### config.mk
export PLATFORM = sky130hd
export DESIGN_NAME = lcd_text_nibble_writer_unit
export DESIGN_NICKNAME = d
export VERILOG_FILES = /design/src/sv/lcdtnw_pkg.sv /design/src/sv/lcdtnw_calc.sv /design/src/sv/lcdtnw_serializer.sv /design/src/sv/lcd_text_nibble_writer_unit.sv
export SDC_FILE = /design/constraint.sdc
export NUM_CORES = 1
export LEC_CHECK = 0
export ABC_AREA = 1
export BUFFER_PORTS_ARGS = -buffer_cell sky130_fd_sc_hd__buf_4
export CAP_MARGIN = 20
export CORE_UTILIZATION = 50
export CTS_CLUSTER_SIZE = 25
export DETAILED_ROUTE_END_ITERATION = 7
export GPL_ROUTABILITY_DRIVEN = 0
export PLACE_DENSITY = 0.75
export SYNTH_ARGS = -nofsm -noshare
export SYNTH_HDL_FRONTEND = slang
export SYNTH_SLANG_ARGS = --single-unit
### constraint.sdc
create_clock -name clk -period 4.05 [get_ports clk]
set_input_delay 0.405 -clock clk [delete_from_list [all_inputs] [get_ports clk]]
set_output_delay 0.405 -clock clk [all_outputs]
set_load 0.01 [all_outputs]
### src/sv/lcdtnw_pkg.sv
// Shared types, codes and constants for the character LCD nibble writer.
package lcdtnw_pkg;

  localparam int unsigned COL_W  = 6;
  localparam int unsigned ROW_W  = 3;
  localparam int unsigned TROW_W = 2;
  localparam int unsigned MODE_W = 2;
  localparam int unsigned BYTE_W = 8;
  localparam int unsigned NIB_W  = 4;
  localparam int unsigned CFG_IDX_W  = 2;
  localparam int unsigned CFG_DATA_W = 6;

  // Item modes
  localparam logic [MODE_W-1:0] MODE_CURSOR = 2'd0;
  localparam logic [MODE_W-1:0] MODE_TEXT   = 2'd1;
  localparam logic [MODE_W-1:0] MODE_CMD    = 2'd2;
  localparam logic [MODE_W-1:0] MODE_DATA   = 2'd3;

  // Configuration register indexes
  localparam logic [CFG_IDX_W-1:0] CFG_COLUMN_COUNT = 2'd0;
  localparam logic [CFG_IDX_W-1:0] CFG_ROW_COUNT    = 2'd1;

  localparam logic [COL_W-1:0] COLUMN_COUNT_RST = 6'd16;
  localparam logic [ROW_W-1:0] ROW_COUNT_RST    = 3'd2;

  // Register select values
  localparam logic RS_CMD  = 1'b0;
  localparam logic RS_DATA = 1'b1;

  // Special characters and the set-address command
  localparam logic [BYTE_W-1:0] CHAR_NUL  = 8'h00;
  localparam logic [BYTE_W-1:0] CHAR_LF   = 8'h0A;
  localparam logic [BYTE_W-1:0] CHAR_CR   = 8'h0D;
  localparam logic [BYTE_W-1:0] CMD_SET_ADDR = 8'h80;

  // DDRAM start address of each display row
  localparam logic [BYTE_W-1:0] ROW_OFFSET [4] = '{8'h00, 8'h40, 8'h14, 8'h54};

  // One or two bytes produced by an item, high nibble goes out first
  typedef struct packed {
    logic              two;
    logic [BYTE_W-1:0] byte0;
    logic              rs0;
    logic [BYTE_W-1:0] byte1;
    logic              rs1;
  } xfer_pair_t;

endpackage

### src/sv/lcdtnw_calc.sv
// Per-item decode: cursor tracking and the bytes one item sends.
module lcdtnw_calc (
  input  logic [lcdtnw_pkg::MODE_W-1:0] mode,
  input  logic [lcdtnw_pkg::BYTE_W-1:0] byte_value,
  input  logic [lcdtnw_pkg::COL_W-1:0]  target_col,
  input  logic [lcdtnw_pkg::TROW_W-1:0] target_row,
  input  logic [lcdtnw_pkg::COL_W-1:0]  cursor_col,
  input  logic [lcdtnw_pkg::ROW_W-1:0]  cursor_row,
  input  logic [lcdtnw_pkg::COL_W-1:0]  column_count,
  input  logic [lcdtnw_pkg::ROW_W-1:0]  row_count,
  output lcdtnw_pkg::xfer_pair_t        pair,
  output logic                          none,
  output logic [lcdtnw_pkg::COL_W-1:0]  new_col,
  output logic [lcdtnw_pkg::ROW_W-1:0]  new_row
);

  // Rows at or beyond the row count fold back to row 0.
  function automatic logic [lcdtnw_pkg::ROW_W-1:0] map_row(
    input logic [lcdtnw_pkg::ROW_W:0]   r,
    input logic [lcdtnw_pkg::ROW_W-1:0] cnt
  );
    map_row = (r >= {1'b0, cnt}) ? '0 : r[lcdtnw_pkg::ROW_W-1:0];
  endfunction

  function automatic logic [lcdtnw_pkg::BYTE_W-1:0] addr_cmd(
    input logic [lcdtnw_pkg::COL_W-1:0] c,
    input logic [lcdtnw_pkg::ROW_W-1:0] r
  );
    addr_cmd = lcdtnw_pkg::CMD_SET_ADDR
             | ({2'b00, c} + lcdtnw_pkg::ROW_OFFSET[r[1:0]]);
  endfunction

  logic                         wrap;
  logic [lcdtnw_pkg::ROW_W-1:0] row_wrap;
  logic [lcdtnw_pkg::COL_W-1:0] col1;
  logic [lcdtnw_pkg::ROW_W-1:0] row1;
  logic [lcdtnw_pkg::ROW_W-1:0] row_lf;
  logic [lcdtnw_pkg::ROW_W-1:0] row_cr;
  logic [lcdtnw_pkg::ROW_W-1:0] row_set;

  assign wrap     = (cursor_col >= column_count);
  assign row_wrap = map_row({1'b0, cursor_row} + 4'd1, row_count);
  assign col1     = wrap ? '0 : cursor_col;
  assign row1     = wrap ? row_wrap : cursor_row;
  assign row_lf   = map_row({1'b0, row1} + 4'd1, row_count);
  assign row_cr   = map_row({1'b0, row1}, row_count);
  assign row_set  = map_row({2'b00, target_row}, row_count);

  always_comb begin
    logic [lcdtnw_pkg::BYTE_W-1:0] b2;
    logic                          rs2;
    pair    = '0;
    none    = 1'b0;
    new_col = cursor_col;
    new_row = cursor_row;
    b2      = byte_value;
    rs2     = lcdtnw_pkg::RS_DATA;
    unique case (mode)
      lcdtnw_pkg::MODE_CURSOR: begin
        new_col    = target_col;
        new_row    = row_set;
        pair.byte0 = addr_cmd(target_col, row_set);
        pair.rs0   = lcdtnw_pkg::RS_CMD;
      end
      lcdtnw_pkg::MODE_TEXT: begin
        if (byte_value == lcdtnw_pkg::CHAR_NUL) begin
          none = 1'b1;
        end else begin
          if (byte_value == lcdtnw_pkg::CHAR_LF) begin
            b2      = addr_cmd(col1, row_lf);
            rs2     = lcdtnw_pkg::RS_CMD;
            new_col = col1;
            new_row = row_lf;
          end else if (byte_value == lcdtnw_pkg::CHAR_CR) begin
            b2      = addr_cmd('0, row_cr);
            rs2     = lcdtnw_pkg::RS_CMD;
            new_col = '0;
            new_row = row_cr;
          end else begin
            new_col = col1 + 6'd1;
            new_row = row1;
          end
          // A wrap first repositions the cursor, then the character follows.
          if (wrap) begin
            pair.two   = 1'b1;
            pair.byte0 = addr_cmd('0, row_wrap);
            pair.rs0   = lcdtnw_pkg::RS_CMD;
            pair.byte1 = b2;
            pair.rs1   = rs2;
          end else begin
            pair.byte0 = b2;
            pair.rs0   = rs2;
          end
        end
      end
      lcdtnw_pkg::MODE_CMD: begin
        pair.byte0 = byte_value;
        pair.rs0   = lcdtnw_pkg::RS_CMD;
      end
      lcdtnw_pkg::MODE_DATA: begin
        pair.byte0 = byte_value;
        pair.rs0   = lcdtnw_pkg::RS_DATA;
      end
    endcase
  end

endmodule

### src/sv/lcdtnw_serializer.sv
// Result register that splits one or two bytes into nibble transfers.
module lcdtnw_serializer (
  input  logic                   clk,
  input  logic                   rst_n,
  input  logic                   load,
  input  lcdtnw_pkg::xfer_pair_t pair,
  output logic                   free,
  output logic                   out_tvalid,
  input  logic                   out_tready,
  output logic [7:0]             out_tdata,  // [3:0] nibble_value, [7:4] zero
  output logic                   out_tuser,  // [0] register_select
  output logic                   out_tlast   // last_of_item
);

  logic                          valid_r;
  logic [1:0]                    idx_r;
  logic                          two_r;
  logic [lcdtnw_pkg::BYTE_W-1:0] byte0_r;
  logic                          rs0_r;
  logic [lcdtnw_pkg::BYTE_W-1:0] byte1_r;
  logic                          rs1_r;
  logic [lcdtnw_pkg::BYTE_W-1:0] cur_byte;
  logic [lcdtnw_pkg::NIB_W-1:0]  nibble;

  // idx_r[1] selects the byte, idx_r[0] the nibble (high first).
  assign cur_byte   = idx_r[1] ? byte1_r : byte0_r;
  assign nibble     = idx_r[0] ? cur_byte[3:0] : cur_byte[7:4];
  assign out_tvalid = valid_r;
  assign out_tdata  = {4'b0000, nibble};
  assign out_tuser  = idx_r[1] ? rs1_r : rs0_r;
  assign out_tlast  = idx_r[0] && (idx_r[1] == two_r);
  assign free       = !valid_r || (out_tready && out_tlast);

  always_ff @(posedge clk) begin
    if (!rst_n) begin
      valid_r <= 1'b0;
      idx_r   <= '0;
    end else if (load) begin
      valid_r <= 1'b1;
      idx_r   <= '0;
    end else if (valid_r && out_tready) begin
      if (out_tlast) begin
        valid_r <= 1'b0;
      end else begin
        idx_r <= idx_r + 2'd1;
      end
    end
  end

  always_ff @(posedge clk) begin
    if (load) begin
      two_r   <= pair.two;
      byte0_r <= pair.byte0;
      rs0_r   <= pair.rs0;
      byte1_r <= pair.byte1;
      rs1_r   <= pair.rs1;
    end
  end

endmodule

### src/sv/lcd_text_nibble_writer_unit.sv
// Top level of the character LCD 4-bit nibble writer.
// Each accepted request becomes 4-bit LCD bus transfers, high nibble first, with
// register select on out_tuser and out_tlast on the final transfer of the request.
// Mode 0 sets the cursor, mode 1 writes a text character (wrap at column_count,
// newline, carriage return; a zero byte ends a string and emits nothing), modes 2
// and 3 send a raw command or data byte. A request is held in an input register,
// decoded in one pass against the cursor, and handed to a result register that
// shifts out one nibble per cycle while out_tready is high. The input register
// holds the next request while the result register is still shifting out the
// previous one. The first nibble is presented once the request has passed
// through the input register and the result register. cfg_ready is always high;
// write registers only while the block is idle.
module lcd_text_nibble_writer_unit (
  input  logic       clk,
  input  logic       rst_n,
  // Configuration write channel
  input  logic       cfg_valid,
  output logic       cfg_ready,
  input  logic [lcdtnw_pkg::CFG_IDX_W-1:0]  cfg_index,
  input  logic [lcdtnw_pkg::CFG_DATA_W-1:0] cfg_data,
  // Request stream
  input  logic       in_tvalid,
  output logic       in_tready,
  // [1:0] mode, [9:2] byte_value, [15:10] target_col, [17:16] target_row, [23:18] zero
  input  logic [23:0] in_tdata,
  // Transfer stream
  output logic       out_tvalid,
  input  logic       out_tready,
  output logic [7:0] out_tdata,  // [3:0] nibble_value, [7:4] zero
  output logic       out_tuser,  // [0] register_select
  output logic       out_tlast   // last_of_item
);

  logic                          inq_valid_r;
  logic [lcdtnw_pkg::MODE_W-1:0] inq_mode_r;
  logic [lcdtnw_pkg::BYTE_W-1:0] inq_byte_r;
  logic [lcdtnw_pkg::COL_W-1:0]  inq_col_r;
  logic [lcdtnw_pkg::TROW_W-1:0] inq_row_r;

  logic [lcdtnw_pkg::COL_W-1:0]  cursor_col_r;
  logic [lcdtnw_pkg::ROW_W-1:0]  cursor_row_r;
  logic [lcdtnw_pkg::COL_W-1:0]  cursor_col_nxt;
  logic [lcdtnw_pkg::ROW_W-1:0]  cursor_row_nxt;
  logic [lcdtnw_pkg::COL_W-1:0]  column_count_r;
  logic [lcdtnw_pkg::ROW_W-1:0]  row_count_r;

  lcdtnw_pkg::xfer_pair_t        pair;
  logic                          none;
  logic                          ser_free;
  logic                          ser_load;
  logic                          inq_move;
  logic                          in_acc;

  // Advance the held request once the result register can take it; a zero
  // byte produces nothing and may pass at any time.
  assign inq_move  = inq_valid_r && (none || ser_free);
  assign ser_load  = inq_move && !none;
  assign in_tready = !inq_valid_r || inq_move;
  assign in_acc    = in_tvalid && in_tready;
  assign cfg_ready = 1'b1;

  always_ff @(posedge clk) begin
    if (!rst_n) begin
      inq_valid_r <= 1'b0;
    end else if (in_tready) begin
      inq_valid_r <= in_tvalid;
    end
  end

  // Hold the request payload; capture a new one on accept.
  always_ff @(posedge clk) begin
    if (in_acc) begin
      inq_mode_r <= in_tdata[1:0];
      inq_byte_r <= in_tdata[9:2];
      inq_col_r  <= in_tdata[15:10];
      inq_row_r  <= in_tdata[17:16];
    end
  end

  // Cursor advances exactly when its request leaves the input register.
  always_ff @(posedge clk) begin
    if (!rst_n) begin
      cursor_col_r <= '0;
      cursor_row_r <= '0;
    end else if (inq_move) begin
      cursor_col_r <= cursor_col_nxt;
      cursor_row_r <= cursor_row_nxt;
    end
  end

  always_ff @(posedge clk) begin
    if (!rst_n) begin
      column_count_r <= lcdtnw_pkg::COLUMN_COUNT_RST;
      row_count_r    <= lcdtnw_pkg::ROW_COUNT_RST;
    end else if (cfg_valid && cfg_ready) begin
      unique case (cfg_index)
        lcdtnw_pkg::CFG_COLUMN_COUNT: column_count_r <= cfg_data;
        lcdtnw_pkg::CFG_ROW_COUNT:    row_count_r    <= cfg_data[2:0];
        default: ;  // drop writes to unused indexes
      endcase
    end
  end

  lcdtnw_calc u_calc (
    .mode         (inq_mode_r),
    .byte_value   (inq_byte_r),
    .target_col   (inq_col_r),
    .target_row   (inq_row_r),
    .cursor_col   (cursor_col_r),
    .cursor_row   (cursor_row_r),
    .column_count (column_count_r),
    .row_count    (row_count_r),
    .pair         (pair),
    .none         (none),
    .new_col      (cursor_col_nxt),
    .new_row      (cursor_row_nxt)
  );

  lcdtnw_serializer u_ser (
    .clk        (clk),
    .rst_n      (rst_n),
    .load       (ser_load),
    .pair       (pair),
    .free       (ser_free),
    .out_tvalid (out_tvalid),
    .out_tready (out_tready),
    .out_tdata  (out_tdata),
    .out_tuser  (out_tuser),
    .out_tlast  (out_tlast)
  );

`ifndef NO_ASSERTIONS
  // A request never overwrites a result still being shifted out.
  a_load_free: assert property (@(posedge clk) disable iff (!rst_n)
    ser_load |-> ser_free)
    else $error("result register loaded while busy");

  // A loaded result shows up on the output in the next cycle.
  a_load_shows: assert property (@(posedge clk) disable iff (!rst_n)
    ser_load |=> out_tvalid)
    else $error("loaded result not presented");

  // Cursor changes only when a request leaves the input register.
  a_cursor_hold: assert property (@(posedge clk) disable iff (!rst_n)
    !inq_move |=> $stable(cursor_col_r) && $stable(cursor_row_r))
    else $error("cursor moved without a request");
`endif

endmodule

==> results.yml, run 1 <==
cts:
  htree_levels: 3
  postCtsHoldBufs: 0
  clk_pin_slew_ns: 0.07
  clock_path_buffers: 2
  cts_buffers: 9
  clock_sinks: 59
  tritoncts: "yes"
  cts-root-buf: "clkbuf_8"
  insertion_delay_ns: 0.35
worst_setup_path:
  startpoint_type: "flop"
  slowest_delay_ns: 0.42
  path_cells: "ha_4, xor2_1, ha_1, nand2_1, nand3_2, nand2_2, nand2_2, inv_4, ha_1, ha_1, o21ai_0, nand2_1, a21oi_2, and3_4, ha_1, ha_1, a21o_1, nand2_1, nand3_1, nand3_1, nand3_1, nand3_1"
  r2r_start: "cursor_row_r[1]"
  reg2reg_depth: 22
  crit_path_frequent_cell: "ha_1"
  cp_data_arrival_time_ns: 3.94
  path_class: "flop to flop"
  cp.required_ns: 4.13
  endpoint_kind: "flop"
  startpoint: "cursor_row_r[1]"
  slowest_stage: "dfxtp_1"
  worst-path-max-fanout: 5
synthesis:
  syn_area_um2: 3650
  synth_xor_area_frac: 0.00961
  ys_seq_area_frac: 0.426
  ys_types: 43
  synth-simple-area-share: 0.229
  synth_warnings: 0
  ys_async_sr_fraction: 0
  synth_fa_ha_area_frac: 0.0892
  synth_compound_area_frac: 0.150
  synth_flop_cell: "edfxtp_1"
  synthCells: 444
  avgSynthCellArea_um2: 8.21
  synth_edf_count: 37
  ys_ff_latch: 59
  synth_top_family_by_area: "simple AND/OR/NAND/NOR gates"
  synthMuxAreaShare: 0
min_path:
  hold_path.class: "primary input to flop"
  min_from: "in_tdata[5]"
  hold_depth: 1
timing:
  slew_violations: 0
  post-route-min-period_ns: 3.87
  setup_violations: 0
  post-route-period-util: 0.954
  hold_viol: 0
  fmax_mhz: 259
  skew_ns: 0.00862
  tightest_slew_ns: 0.534
  relSlewSlack: 0.643
routing:
  drtIter0Drc: 209
  routedWlPerCell_um: 13.8
  firstDrtPassIters: 5
  drcViolationCount: 0
  ant_nets: 0
  drt_wl_total_mm: 8.12
  vias: 3126
  via_per_inst: 5.30
place:
  place_inst: 573
  dp_hpwl_mm: 6.28
  placed_area_um2: 4010
  io_buffers: 38
power:
  power_frac_comb: 0.192
  p_per_area_nw_per_um2: 369
  p_leak_nw: 1.87
  p_int_mw: 1.14
  power_switching_mw: 0.435
  p_clk_frac: 0.363
  ir_drop_v: 0.000223
  switching_share: 0.276
  seq_power_share: 0.445
die:
  initial_core_util: 0.528
  core_um2: 6910
  fp.dieH_um: 87.4
  die_width_um: 87.4
  fp-row-count: 30
  io_pins: 50
  die-area_um2: 7640
cells_and_area:
  fill_cells: 612
  fin_nets: 552
  final_cell_area_um2: 4270
  drive_gt1_frac: 0.192
  num_antenna_cells: 0
  area_growth_pct: 17.1
  instances_no_fill: 590
global_routing:
  grt_usage: 0.235
  antenna_found_initial: 0
  grt_max_degree: 21
  grt_pass1_wl_mm: 13.3
  grt_pass1_vias: 2914
  overflow: 0
outcome:
  status: "finished clean"
job:
  maxCapViolCount: 0
[per-stage QoR]
stage / power [mW] / TNS (ns) / utilization / setup WS [ns] / hold WS (ns)
final: 1.58 / 0 / 0.618 / 0.185 / 0.228
after global routing: 1.65 / -0.0154 / 0.618 / -0.0154 / 0.208
after CTS: 1.56 / 0 / 0.610 / 0.185 / 0.213
after detailed placement: 0.991 / 0 / 0.580 / 0.188 / 0.456
after global placement: 0.982 / 0 / 0.580 / 0.300 / 0.446
after floorplan: 0.905 / 0 / - / 0.307 / 0.433
[cells in the mapped netlist (5+ instances only)]
| library cell | number | area (µm²) |
|---|---|---|
| a21oi_1 | 35 | 175 |
| inv_2 | 5 | 18.8 |
| nand2_2 | 9 | 56.3 |
| inv_1 | 61 | 229 |
| nand2_1 | 75 | 282 |
| nor2_1 | 47 | 176 |
| dfxtp_1 | 22 | 440 |
| buf_4 | 5 | 37.5 |
| o22ai_1 | 7 | 43.8 |
| a22oi_1 | 5 | 37.5 |
| ha_1 | 26 | 325 |
| edfxtp_1 | 37 | 1110 |
| o21ai_0 | 33 | 165 |
| nand3_1 | 26 | 130 |
[per-layer routing]
metal	wire length (µm)	global-route usage
met1	3540	0.283
met2	3700	0.358
met3	517	0.0749
met4	366	0.156
met5	0	0
[kinds of logic after synthesis]
kind of cell,count (synthesis)
AOI/OAI and AO/OA,95
xor gates and xnor gates,4
adders and majority gates,26
buffers and inverters,80
DFF,59
other,2
and+or+nand+nor,178
[power groups by stage]
stage / clock network (mW) / logic, mW / registers (mW)
floorplan: 0 / 0.200 / 0.705
global placement: 0 / 0.269 / 0.713
detailed placement: 0 / 0.278 / 0.714
CTS: 0.584 / 0.279 / 0.701
global route: 0.611 / 0.337 / 0.705
finish: 0.572 / 0.302 / 0.702
[area by class of cell]
| class | instances | area [µm²] | area share |
|---|---|---|---|
| Inverter | 67 | 256 | 0.0601 |
| Clock inverter | 6 | 80.1 | 0.0188 |
| Tap cell | 96 | 120 | 0.0281 |
| Multi-Input combinational cell | 308 | 1800 | 0.422 |
| Sequential cell | 59 | 1550 | 0.364 |
| Timing Repair Buffer | 44 | 330 | 0.0774 |
| Clock buffer | 10 | 128 | 0.0299 |
[placed cells by master, fill, tap and decap left out, types with 3 or more instances in the layout]
| cell type | instances |
|---|---|
| inv_2 | 4 |
| nor2_1 | 47 |
| o22ai_1 | 7 |
| conb_1 | 5 |
| nor2_4 | 4 |
| dfxtp_1 | 21 |
| nand2_1 | 75 |
| a21oi_1 | 34 |
| edfxtp_1 | 37 |
| buf_4 | 44 |
| a22oi_1 | 5 |
| o21ai_0 | 33 |
| inv_1 | 61 |
| xor2_1 | 3 |
| nand2_2 | 9 |
| nand3_2 | 4 |
| ha_1 | 25 |
| nand3_1 | 25 |
| o211ai_1 | 3 |
| clkbuf_8 | 9 |
| nand4_1 | 3 |
[path summary, 6_finish.rpt]
kind | to | slack, ns
max | u_ser.byte0_r[6] | 0.18
min | inq_byte_r[3] | 0.23
max reg2reg | u_ser.byte0_r[6] | 0.18
min reg2reg | column_count_r[5] | 0.46
[worst max-delay path: cells and delay by family, from the launching register on]
| kind | cells | cell delay [ns] |
|---|---|---|
| AO/OA/AOI/OAI | 3 | 0.43 |
| XOR/XNOR | 1 | 0.19 |
| adder cells (fa/ha/maj) | 6 | 1.37 |
| buffers and inverters | 1 | 0.08 |
| flip-flops | 1 | 0.42 |
| AND/OR/NAND/NOR | 11 | 1.12 |
[repair_timing]
action,in CTS,in global routing
endpoints found under the setup margin,0,6
gates resized for setup,0,8
setup buffers,0,1
[state kept, by name (all words and copies together) (netlist names), 3 cells and up]
register        count
inq_byte_r          8
inq_col_r           6
cursor_row_r        3
column_count_r      6
u_ser.byte0_r       8
u_ser.byte1_r       8
row_count_r         3
cursor_col_r        6
Power figures use the tool's default switching activity.
==> inputs of run 2 (changes only) <==
--- a/config.mk
+++ b/config.mk
@@ -8,11 +8,13 @@
 export ABC_AREA = 1
 export BUFFER_PORTS_ARGS = -buffer_cell sky130_fd_sc_hd__buf_4
 export CAP_MARGIN = 20
-export CORE_UTILIZATION = 50
+export CELL_PAD_IN_SITES_DETAIL_PLACEMENT = 1
+export CELL_PAD_IN_SITES_GLOBAL_PLACEMENT = 1
+export CORE_UTILIZATION = 46
 export CTS_CLUSTER_SIZE = 25
 export DETAILED_ROUTE_END_ITERATION = 7
 export GPL_ROUTABILITY_DRIVEN = 0
-export PLACE_DENSITY = 0.75
+export PLACE_DENSITY = 0.89
 export SYNTH_ARGS = -nofsm -noshare
 export SYNTH_HDL_FRONTEND = slang
 export SYNTH_SLANG_ARGS = --single-unit
==> constraint.sdc (replaced) <==
create_clock -name clk -period 4.6 [get_ports clk]
set_input_delay 0.46 -clock clk [delete_from_list [all_inputs] [get_ports clk]]
set_output_delay 0.46 -clock clk [all_outputs]
set_load 0.01 [all_outputs]
==> results.yml, run 2 (same netlist as run 1, synthesis figures left out) <==
timing:
  setup_tns_ns: 0
  post-route-period-util: 0.928
  slew_violations: 0
  fin_hold_ws_ns: 0.266
  relSlewSlack: 0.432
  setup_violations: 0
  hold_viol: 0
  worst_slack_ns: 0.331
  post-route-min-period_ns: 4.27
  tightest_slew_ns: 0.849
  fmax_mhz: 234
  skew_ns: 0.0104
  rsz0062_at_grt: "false"
cts:
  cts_buffers: 9
  clk_pin_slew_ns: 0.08
  cts-root-buf: "clkbuf_8"
  clock_sinks: 59
  clock_path_buffers: 2
  htree_levels: 3
  tritoncts: "yes"
  postCtsHoldBufs: 0
  insertion_delay_ns: 0.36
  cts_resized: 0
  cts_setup_buffers: 0
worst_setup_path:
  path_cells: "ha_1, xor2_2, ha_1, a21oi_2, nand3_1, nand2_1, ha_1, ha_1, o21ai_0, nand2_1, a21oi_1, and3_1, ha_1, ha_1, a21o_1, nand2_1, nand3_1, nand3_1, nand3_1, nand3_1"
  slowest_stage: "dfxtp_1"
  cp_data_arrival_time_ns: 4.36
  worst-path-max-fanout: 6
  crit_path_frequent_cell: "ha_1"
  startpoint_type: "flop"
  path_class: "flop to flop"
  slowest_delay_ns: 0.44
  endpoint_kind: "flop"
  cp.required_ns: 4.69
die:
  fp-row-count: 32
  initial_core_util: 0.474
  io_pins: 50
  die-area_um2: 8290
  core_um2: 7690
  fp.dieH_um: 91.0
  die_width_um: 91.0
power:
  p_total_mw: 1.37
  ir_drop_v: 0.000133
  p_per_area_nw_per_um2: 325
  p_leak_nw: 1.85
global_routing:
  antenna_found_initial: 0
  grt_pass1_wl_mm: 16.6
  grt_max_degree: 21
  grt_usage: 0.261
  grt_pass1_vias: 3418
  overflow: 0
cells_and_area:
  final_cell_mix: "75 x nand2_1, 61 x inv_1, 47 x nor2_1"
  drive_gt1_frac: 0.184
  fill_cells: 970
  final_common_cell: "nand2_1"
  largest_registers: "inq_byte_r: 8 flops, u_ser.byte0_r: 8 flops, u_ser.byte1_r: 8 flops"
  area_growth_pct: 15.2
  fin_nets: 548
  num_antenna_cells: 0
routing:
  drcViolationCount: 0
  via_per_inst: 5.49
  vias: 3248
  drtIter0Drc: 190
  routedWlPerCell_um: 16.9
  ant_nets: 0
  firstDrtPassIters: 4
  drt_wl_total_mm: 10.0
min_path:
  hold_path.class: "primary input to flop"
outcome:
  status: "finished clean"
place:
  io_buffers: 38
  pre_cts_ws_ns: 0.330
  dp_hpwl_mm: 7.76
job:
  maxCapViolCount: 0
## run 2: path summary, 6_finish.rpt
kind | depth (start not counted) | from | slack, ns | to
worst max-delay path | 20 | cursor_row_r[0] | 0.33 | u_ser.byte0_r[6]
worst min register to register | 2 | column_count_r[5] | 0.46 | column_count_r[5]
worst min-delay path | 1 | in_tdata[16] | 0.27 | inq_row_r[0]
worst max register to register | 20 | cursor_row_r[0] | 0.33 | u_ser.byte0_r[6]
## run 2: final cells by class
class / instances / area (µm²) / area share
tap: 102 / 128 / 0.0304
clock buffer: 9 / 124 / 0.0295
sequential: 59 / 1550 / 0.369
inverter: 67 / 254 / 0.0605
timing repair buffer: 40 / 300 / 0.0715
multi-input combinational: 308 / 1770 / 0.420
clock inverter: 7 / 77.6 / 0.0185
## run 2: where the power goes
group	switching, mW	internal (mW)
registers	0.0217	0.596
logic	0.163	0.0947
clock network	0.238	0.253
total	0.422	0.944
## run 2: critical path, delay by kind of cell, from the launching register on
kind	cells	cell delay [ns]
DFF	1	0.44
AOI/OAI and AO/OA	4	0.67
and+or+nand+nor	9	1.16
adders and majority gates	6	1.48
xor gates and xnor gates	1	0.22
## run 2: through the flow
stage	instances	util	cell area, µm²
6_report	592	0.546	4200
5_1_grt	592	0.546	4200
3_5_place_dp	576	0.519	3990
4_1_cts	592	0.545	4190
3_3_place_gp	576	0.519	3990
2_1_floorplan	447	-	3660
## run 2: layer usage
metal  global-route usage  share of wire  vias to the layer above
met4                0.124          0.039                        0
met2                0.460           0.52                       87
li1                     -              -                     1567
met1                0.293           0.40                     1566
met5                    0              0                        -
met3               0.0653          0.040                       28
